## config.mk

```make
export PLATFORM = sky130hd
export DESIGN_NAME = euclidean_distance_ceil_top
export DESIGN_NICKNAME = d
export VERILOG_FILES = /design/src/edc_pkg.sv /design/src/edc_root_stage.sv /design/src/euclidean_distance_ceil_top.sv
export VERILOG_INCLUDE_DIRS = /design/src /design/src/src
export SDC_FILE = /design/constraint.sdc
export NUM_CORES = 1
export LEC_CHECK = 0
export BUFFER_PORTS_ARGS = -buffer_cell sky130_fd_sc_hd__clkbuf_2
export CORE_MARGIN = 1.5
export CORE_UTILIZATION = 58
export DETAILED_ROUTE_END_ITERATION = 10
export GPL_TIMING_DRIVEN = 0
export PLACE_DENSITY = 0.78
export SYNTH_ARGS = -nofsm -noshare
export SYNTH_HDL_FRONTEND = slang
export SYNTH_SLANG_ARGS = --single-unit
```

## constraint.sdc

```tcl
create_clock -name aclk -period 5 [get_ports aclk]
set_input_delay 0.25 -clock aclk [delete_from_list [all_inputs] [get_ports aclk]]
set_output_delay 0.25 -clock aclk [all_outputs]
set_load 0.05 [all_outputs]
```

## src/euclidean_distance_ceil_top_macros.svh

```systemverilog
// Assertion macros for the rounded-up distance block.
// Included by the top level; depends on nothing else.
`ifndef EUCLIDEAN_DISTANCE_CEIL_TOP_MACROS_SVH
`define EUCLIDEAN_DISTANCE_CEIL_TOP_MACROS_SVH

// When ante holds at a clock edge, cons must hold at the same edge.
`define EDC_ASSERT_NOW(lbl, clk, rstn, ante, cons) \
    lbl: assert property (@(posedge clk) disable iff (!rstn) (ante) |-> (cons)) \
        else $error("edc check failed: same-cycle implication");

// When ante holds at a clock edge, cons must hold at the next edge.
`define EDC_ASSERT_NEXT(lbl, clk, rstn, ante, cons) \
    lbl: assert property (@(posedge clk) disable iff (!rstn) (ante) |=> (cons)) \
        else $error("edc check failed: next-cycle implication");

`endif

```

## src/edc_pkg.sv

```systemverilog
// Shared constants for the rounded-up distance block.
// No dependencies; imported by the top level.
package edc_pkg;

    localparam int COORD_BITS_DEF = 11;
    localparam int DIST_BITS      = 12;
    localparam int M_TDATA_W      = ((DIST_BITS + 7) / 8) * 8;
    localparam logic [DIST_BITS-1:0] DIST_MAX = {DIST_BITS{1'b1}};

endpackage

```

## src/edc_root_stage.sv

```systemverilog
// One digit stage of the pipelined integer square root, with its own register.
// Self-contained; instantiated once per root bit by the top level.
module edc_root_stage #(
    parameter int ROOT_W = 12,
    parameter int RAD_W  = 24
) (
    input  logic              aclk,
    input  logic              aresetn,
    input  logic              in_valid,
    output logic              in_ready,
    input  logic [ROOT_W-1:0] in_root,
    input  logic [ROOT_W+1:0] in_rem,
    input  logic [RAD_W-1:0]  in_rad,
    output logic              out_valid,
    input  logic              out_ready,
    output logic [ROOT_W-1:0] out_root,
    output logic [ROOT_W+1:0] out_rem,
    output logic [RAD_W-1:0]  out_rad
);

    logic              valid_reg;
    logic [ROOT_W-1:0] root_reg, root_next;
    logic [ROOT_W+1:0] rem_reg, rem_next;
    logic [RAD_W-1:0]  rad_reg, rad_next;
    logic [ROOT_W+3:0] cur, trial, diff;
    logic              take;

    // Bring down the next two radicand bits and try the digit one.
    always_comb begin
        cur       = {in_rem, in_rad[RAD_W-1 -: 2]};
        trial     = {2'b00, in_root, 2'b01};
        diff      = cur - trial;
        take      = !(cur < trial);
        rem_next  = take ? diff[ROOT_W+1:0] : cur[ROOT_W+1:0];
        root_next = {in_root[ROOT_W-2:0], take};
        rad_next  = {in_rad[RAD_W-3:0], 2'b00};
    end

    assign in_ready = !valid_reg || out_ready;

    always_ff @(posedge aclk) begin
        if (!aresetn) begin
            valid_reg <= 1'b0;
        end else if (in_ready) begin
            valid_reg <= in_valid;
        end
    end

    always_ff @(posedge aclk) begin
        if (in_ready && in_valid) begin
            root_reg <= root_next;
            rem_reg  <= rem_next;
            rad_reg  <= rad_next;
        end
    end

    assign out_valid = valid_reg;
    assign out_root  = root_reg;
    assign out_rem   = rem_reg;
    assign out_rad   = rad_reg;

endmodule

```

## src/euclidean_distance_ceil_top.sv

```systemverilog
// Usage
//   Takes two signed grid points per input word and returns the Euclidean
//   distance between them rounded up, ceil(sqrt(dx*dx + dy*dy)), exactly.
//   Input channel s_axis_*: one word holds first_x, first_y, second_x and
//   second_y, each COORD_BITS wide. Result channel m_axis_*: dist_up, 12 bits,
//   saturating at 4095 should a wide COORD_BITS ever need more.
//   Throughput is one word per cycle while m_axis_tready stays high. Between
//   input and result lie four front stages (difference, magnitude, square,
//   sum), one stage per root bit in the digit-by-digit square root
//   (COORD_BITS + 1 stages), and one output stage that rounds up and saturates.
//   Every stage holds its own valid bit; a stage advances when it is empty or
//   the stage after it moves, so bubbles are squeezed out and words keep
//   entering while a result waits. When m_axis_tready stays low the pipeline
//   fills and s_axis_tready falls; nothing is dropped or repeated.
//   Reset (aresetn low at a clock edge) empties every stage; the block has no
//   other state.
// Depends on edc_pkg, edc_root_stage and the assertion macro header.
`include "euclidean_distance_ceil_top_macros.svh"

module euclidean_distance_ceil_top #(
    parameter int COORD_BITS = edc_pkg::COORD_BITS_DEF
) (
    input  logic                                  aclk,
    input  logic                                  aresetn,
    input  logic                                  s_axis_tvalid,
    output logic                                  s_axis_tready,
    // fields from bit 0 up: first_x, first_y, second_x, second_y, zero pad
    input  logic [((4*COORD_BITS+7)/8)*8-1:0]     s_axis_tdata,
    output logic                                  m_axis_tvalid,
    input  logic                                  m_axis_tready,
    // fields from bit 0 up: dist_up, zero pad
    output logic [edc_pkg::M_TDATA_W-1:0]         m_axis_tdata
);

    import edc_pkg::*;

    localparam int CW    = COORD_BITS;
    localparam int DW    = CW + 1;
    localparam int SQW   = 2 * CW;
    localparam int SW    = SQW + 1;
    localparam int R     = CW + 1;
    localparam int RAD_W = 2 * R;
    localparam int XW    = (R + 1 > DIST_BITS) ? R + 1 : DIST_BITS;

    // Field extraction
    logic [CW-1:0] fx, fy, sx, sy;
    assign fx = s_axis_tdata[0*CW +: CW];
    assign fy = s_axis_tdata[1*CW +: CW];
    assign sx = s_axis_tdata[2*CW +: CW];
    assign sy = s_axis_tdata[3*CW +: CW];

    logic rdy1, rdy2, rdy3, rdy4, rdy_out;

    // Stage 1: signed differences
    logic          v1_reg;
    logic [DW-1:0] dx1_reg, dy1_reg, dx1_next, dy1_next;
    assign dx1_next = {fx[CW-1], fx} - {sx[CW-1], sx};
    assign dy1_next = {fy[CW-1], fy} - {sy[CW-1], sy};
    assign rdy1 = !v1_reg || rdy2;
    assign s_axis_tready = rdy1;

    always_ff @(posedge aclk) begin
        if (!aresetn) begin
            v1_reg <= 1'b0;
        end else if (rdy1) begin
            v1_reg <= s_axis_tvalid;
        end
    end

    always_ff @(posedge aclk) begin
        if (rdy1 && s_axis_tvalid) begin
            dx1_reg <= dx1_next;
            dy1_reg <= dy1_next;
        end
    end

    // Stage 2: magnitudes; a difference never reaches -2^CW, so CW bits hold it.
    logic          v2_reg;
    logic [CW-1:0] ax2_reg, ay2_reg, ax2_next, ay2_next;
    logic [DW-1:0] ndx, ndy;
    assign ndx = -dx1_reg;
    assign ndy = -dy1_reg;
    assign ax2_next = dx1_reg[DW-1] ? ndx[CW-1:0] : dx1_reg[CW-1:0];
    assign ay2_next = dy1_reg[DW-1] ? ndy[CW-1:0] : dy1_reg[CW-1:0];
    assign rdy2 = !v2_reg || rdy3;

    always_ff @(posedge aclk) begin
        if (!aresetn) begin
            v2_reg <= 1'b0;
        end else if (rdy2) begin
            v2_reg <= v1_reg;
        end
    end

    always_ff @(posedge aclk) begin
        if (rdy2 && v1_reg) begin
            ax2_reg <= ax2_next;
            ay2_reg <= ay2_next;
        end
    end

    // Stage 3: squares
    logic           v3_reg;
    logic [SQW-1:0] sqx3_reg, sqy3_reg, sqx3_next, sqy3_next;
    assign sqx3_next = SQW'(ax2_reg) * SQW'(ax2_reg);
    assign sqy3_next = SQW'(ay2_reg) * SQW'(ay2_reg);
    assign rdy3 = !v3_reg || rdy4;

    always_ff @(posedge aclk) begin
        if (!aresetn) begin
            v3_reg <= 1'b0;
        end else if (rdy3) begin
            v3_reg <= v2_reg;
        end
    end

    always_ff @(posedge aclk) begin
        if (rdy3 && v2_reg) begin
            sqx3_reg <= sqx3_next;
            sqy3_reg <= sqy3_next;
        end
    end

    // Stage 4: sum of squares
    logic          v4_reg;
    logic [SW-1:0] sum4_reg, sum4_next;
    assign sum4_next = SW'(sqx3_reg) + SW'(sqy3_reg);

    always_ff @(posedge aclk) begin
        if (!aresetn) begin
            v4_reg <= 1'b0;
        end else if (rdy4) begin
            v4_reg <= v3_reg;
        end
    end

    always_ff @(posedge aclk) begin
        if (rdy4 && v3_reg) begin
            sum4_reg <= sum4_next;
        end
    end

    // Square root, one result bit per stage
    logic             rt_valid [0:R];
    logic             rt_ready [0:R];
    logic [R-1:0]     rt_root  [0:R];
    logic [R+1:0]     rt_rem   [0:R];
    logic [RAD_W-1:0] rt_rad   [0:R];

    assign rt_valid[0] = v4_reg;
    assign rt_root[0]  = '0;
    assign rt_rem[0]   = '0;
    assign rt_rad[0]   = RAD_W'(sum4_reg);
    assign rdy4        = !v4_reg || rt_ready[0];
    assign rt_ready[R] = rdy_out;

    genvar gi;
    generate
        for (gi = 0; gi < R; gi++) begin : g_root
            edc_root_stage #(
                .ROOT_W (R),
                .RAD_W  (RAD_W)
            ) u_stage (
                .aclk      (aclk),
                .aresetn   (aresetn),
                .in_valid  (rt_valid[gi]),
                .in_ready  (rt_ready[gi]),
                .in_root   (rt_root[gi]),
                .in_rem    (rt_rem[gi]),
                .in_rad    (rt_rad[gi]),
                .out_valid (rt_valid[gi+1]),
                .out_ready (rt_ready[gi+1]),
                .out_root  (rt_root[gi+1]),
                .out_rem   (rt_rem[gi+1]),
                .out_rad   (rt_rad[gi+1])
            );
        end
    endgenerate

    // Output stage: a nonzero remainder means the floor root falls short.
    logic                 vo_reg;
    logic [DIST_BITS-1:0] dist_reg, dist_next;
    logic [XW-1:0]        ceil_root;
    assign ceil_root = XW'(rt_root[R]) + XW'(rt_rem[R] != '0);
    assign dist_next = (ceil_root > XW'(DIST_MAX)) ? DIST_MAX : ceil_root[DIST_BITS-1:0];
    assign rdy_out   = !vo_reg || m_axis_tready;

    always_ff @(posedge aclk) begin
        if (!aresetn) begin
            vo_reg <= 1'b0;
        end else if (rdy_out) begin
            vo_reg <= rt_valid[R];
        end
    end

    always_ff @(posedge aclk) begin
        if (rdy_out && rt_valid[R]) begin
            dist_reg <= dist_next;
        end
    end

    assign m_axis_tvalid = vo_reg;
    assign m_axis_tdata  = M_TDATA_W'(dist_reg);

    // An empty output register must let the whole pipeline move.
    `EDC_ASSERT_NOW(a_ready_when_drained, aclk, aresetn, !m_axis_tvalid, s_axis_tready)
    // A taken result with nothing behind it leaves the output empty.
    `EDC_ASSERT_NEXT(a_drain_empties, aclk, aresetn,
        m_axis_tvalid && m_axis_tready && !rt_valid[R], !m_axis_tvalid)
    // The final remainder of a floor root never exceeds twice the root.
    `EDC_ASSERT_NOW(a_root_remainder, aclk, aresetn, rt_valid[R],
        rt_rem[R] <= {rt_root[R], 1'b0})

endmodule
```

==> results by group <==
STA
  • Worst Slack Setup Final: -0.1529 ns
  • RSZ-0062 raised after global routing: true
  • Worst hold slack: 0.03425 ns
  • Max Clk Rate: 194.1 MHz
  • Final min period: 5.153 ns
  • Slew Limit Headroom: 0.2811
  • Period utilization: 1.031
  • Slew @ Worst Pin: 1.076 ns
  • Final setup viols: 10
  • Clock skew: 0.03452 ns
  • Slew Limit Fails: 0
  • Hold Vio Cnt, Final: 0

Logic synthesis
  • Avg Cell Area, Syn: 11.78 um2
  • Largest family of logic cells by synthesized area: adder cells
  • Asr flop ratio synth: 0
  • Xor and xnor area share after synthesis: 0.05553
  • Top post-synthesis cells by area: edfxtp_1 49%, ha_1 9.7%, fa_1 8.7%
  • Share of the synthesized area in the top cell type: 0.4886
  • Area leader, netlist: edfxtp_1
  • Library cells used by synthesis: 71
  • Compound-cell area share of the yosys netlist: 0.08760
  • Yosys warns: 0
  • Adder-cell area share of the yosys netlist: 0.1832
  • Mux cell area share after synthesis: 0.01507
  • Post-synthesis simple-gate area fraction: 0.1050
  • Count leader, synth: edfxtp_1
  • Sequential element share of the synthesized area: 0.5000
  • #FFs+latches synth: 502
  • Synthesized instance count: 2,531
  • Syn Std Cell Area: 29,810 um2
  • EDFF count, synth: 485
  • Ys flop type: edfxtp_1
  • Synth top cells by count: 485 x edfxtp_1, 355 x inv_1, 230 x ha_1

Run
  • Max Cap Viol: 0

Clock tree
  • TritonCTS clock tree: done
  • CTS sink cnt: 502
  • Root Buffer: clkbuf_16
  • Clock slew at reported path FFs: 0.06 ns
  • Clock Latency Late Sink: 0.62 ns
  • Clk buf depth: 3
  • H-tree depth: 2
  • Number of buffers created by CTS: 52

Placement
  • Placed Area: 31,360 um2
  • Routability cong.: 0.8575
  • Port bufs: 61
  • Post-DP HPWL: 39.49 mm
  • Placed cells: 3,279

Finish
  • Nets: 3,156
  • Final Non-Filler Cells: 3,454
  • Layout cells sized above 1: 0.1625
  • Area of the multi-input gates: 14,150 um2
  • Number of fill cells in the layout: 3,449
  • Ant. Diodes: 0
  • Synth-to-Final Area Change: 15.78%
  • Reg area: 14,900 um2
  • Post-route cell area: 34,510 um2
  • Number of flip-flops in the largest register: 152

Detailed routing
  • Routed wire length: 56.71 mm
  • DR vias/cell: 5.552
  • First-pass iteration count of the detailed router: 5
  • Vias: 19,180
  • Antenna-violating nets left: 0
  • Residual DRC: 0
  • DRT iter0 DRCs: 1,044
  • WL per Instance: 16.42 um

Floorplanning
  • Core Rows: 82
  • Starting Density: 0.5905
  • Die width: 229.7 um
  • Die area: 52,760 um2
  • Die height: 229.7 um
  • Io pins: 70
  • Core Region: 50,480 um2

Global route
  • Total global routing overflow: 0
  • Initial antenna violation count: 0
  • First-pass GRT wire length: 93.34 mm
  • Number of global-route vias before repair: 20,160
  • Tot GR Track Use: 0.2142
  • Largest net degree at the start of global routing: 37

Status
  • Status: complete, but fails checks
  • Failing checks: setup timing

Power and ir drop
  • Pwr dens: 481.0 nW/um2
  • Total power: 16.60 mW
  • VDD IR-drop max: 0.8756 mV
  • LEAKAGE: 14.31 nW

Critical path
  • Crit path DAT: 5.49 ns
  • CP max FO: 6
  • Worst R2R Path Depth: 19
  • Worst setup SP type: register
  • Critical Path RT: 5.34 ns
  • Worst reg2reg setup slack: -0.15 ns
  • Worst R2R End: sqy3_reg[20]
  • Reg-to-Reg Start: ay2_reg[7]
  • Worst Setup End Kind: register
  • Worst Setup Path Type: register to register

Worst hold path
  • Worst Hold Path EP: dx1_reg[0]
  • Min-Delay Path Depth: 3
  • Worst hold start: s_axis_tdata[22]
  • Hold WC Path Type: input pin to register
-- cells in the final DEF (no fill, tap or decap), types with 49 or more instances in the layout --
| master | synthesis | routed |
|---|---|---|
| clkbuf_2 | 0 | 61 |
| fa_1 | 129 | 122 |
| xor2_1 | 64 | 64 |
| nor2_1 | 151 | 146 |
| clkbuf_16 | 0 | 53 |
| ha_1 | 230 | 203 |
| o21ai_0 | 91 | 85 |
| a21oi_1 | 114 | 104 |
| nand2_1 | 140 | 129 |
| edfxtp_1 | 485 | 485 |
| xnor2_1 | 125 | 122 |
| o21a_1 | 49 | 49 |
| and2_1 | 68 | 54 |
| inv_1 | 355 | 336 |
| buf_4 | 5 | 83 |
-- layer usage --
metal  vias up  track usage  share of wire
li1       9234            -              -
met1      9392       0.2382           0.38
met2       392       0.4096           0.55
met3       159      0.02617          0.032
met4         0      0.09109          0.038
met5         -            0              0
-- worst max-delay path by stage --
stage	depth (start not counted)	start	endpoint
4_1_cts	19	ay2_reg[0]	sqy3_reg[21]
3_5_place_dp	15	ax2_reg[1]	sqx3_reg[21]
3_3_place_gp	16	ay2_reg[8]	sqy3_reg[20]
5_1_grt	20	ay2_reg[3]	sqy3_reg[20]
2_1_floorplan	17	ay2_reg[2]	sqy3_reg[21]
6_report	19	ay2_reg[7]	sqy3_reg[20]
-- kinds of logic after synthesis --
group | count (synthesis)
mux | 38
compound gates | 409
fa+ha+maj | 359
flops | 502
xor+xnor | 189
other cells | 1
simple gates | 622
buf+inv | 411
-- what timing repair did --
item                                   in CTS  in global routing
gates cloned                                0                  1
setup endpoints to repair                  21                 19
pin swaps                                  51                 78
endpoints found under the hold margin       8                  0
hold buffers                                4                  0
buffers inserted                           54                 30
gates resized for setup                    95                 78
-- report_power, final --
group	total [mW]	switching (mW)	internal [mW]	leakage (nW)
clock network	3.74	1.62	2.12	0.812
registers	5.18	0.0931	5.08	4.40
logic	7.69	4.00	3.69	9.10
total	16.6	5.71	10.9	14.3
-- layout make-up --
cell class,instances,share of cell area
Inverter,355,0.03879
Multi-Input combinational cell,1622,0.4100
Tap cell,672,0.02436
Clock buffer,58,0.03836
Timing Repair Buffer,160,0.03506
Clock inverter,33,0.009027
Buffer,52,0.01258
Sequential cell,502,0.4318
-- worst max-delay path: stages (launching register included) --
cell and delay [ns]:
edfxtp_1 0.38, clkbuf_8 0.17, and2_4 0.15, inv_1 0.05, fa_1 0.46, fa_1 0.55, inv_1 0.04, ha_1 0.31
fa_1 0.54, inv_1 0.06, fa_1 0.53, inv_1 0.07, ha_4 0.20, a2111oi_4 0.37, o21a_1 0.24, o31ai_4 0.09
o41ai_4 0.30, o2bb2ai_2 0.15, nand4_1 0.11, o311ai_2 0.11
-- metrics by stage --
step / worst slack [ns] / TNS [ns] / utilization
after global routing: -0.3485 / -2.896 / 0.6837
after floorplan: 0.0006790 / 0 / -
final: -0.1529 / -0.7835 / 0.6837
after detailed placement: -0.5883 / -7.172 / 0.6213
after CTS: -0.08646 / -0.2351 / 0.6732
after global placement: -0.5422 / -6.093 / 0.6161
No activity file was read; power rests on OpenSTA's default activity.
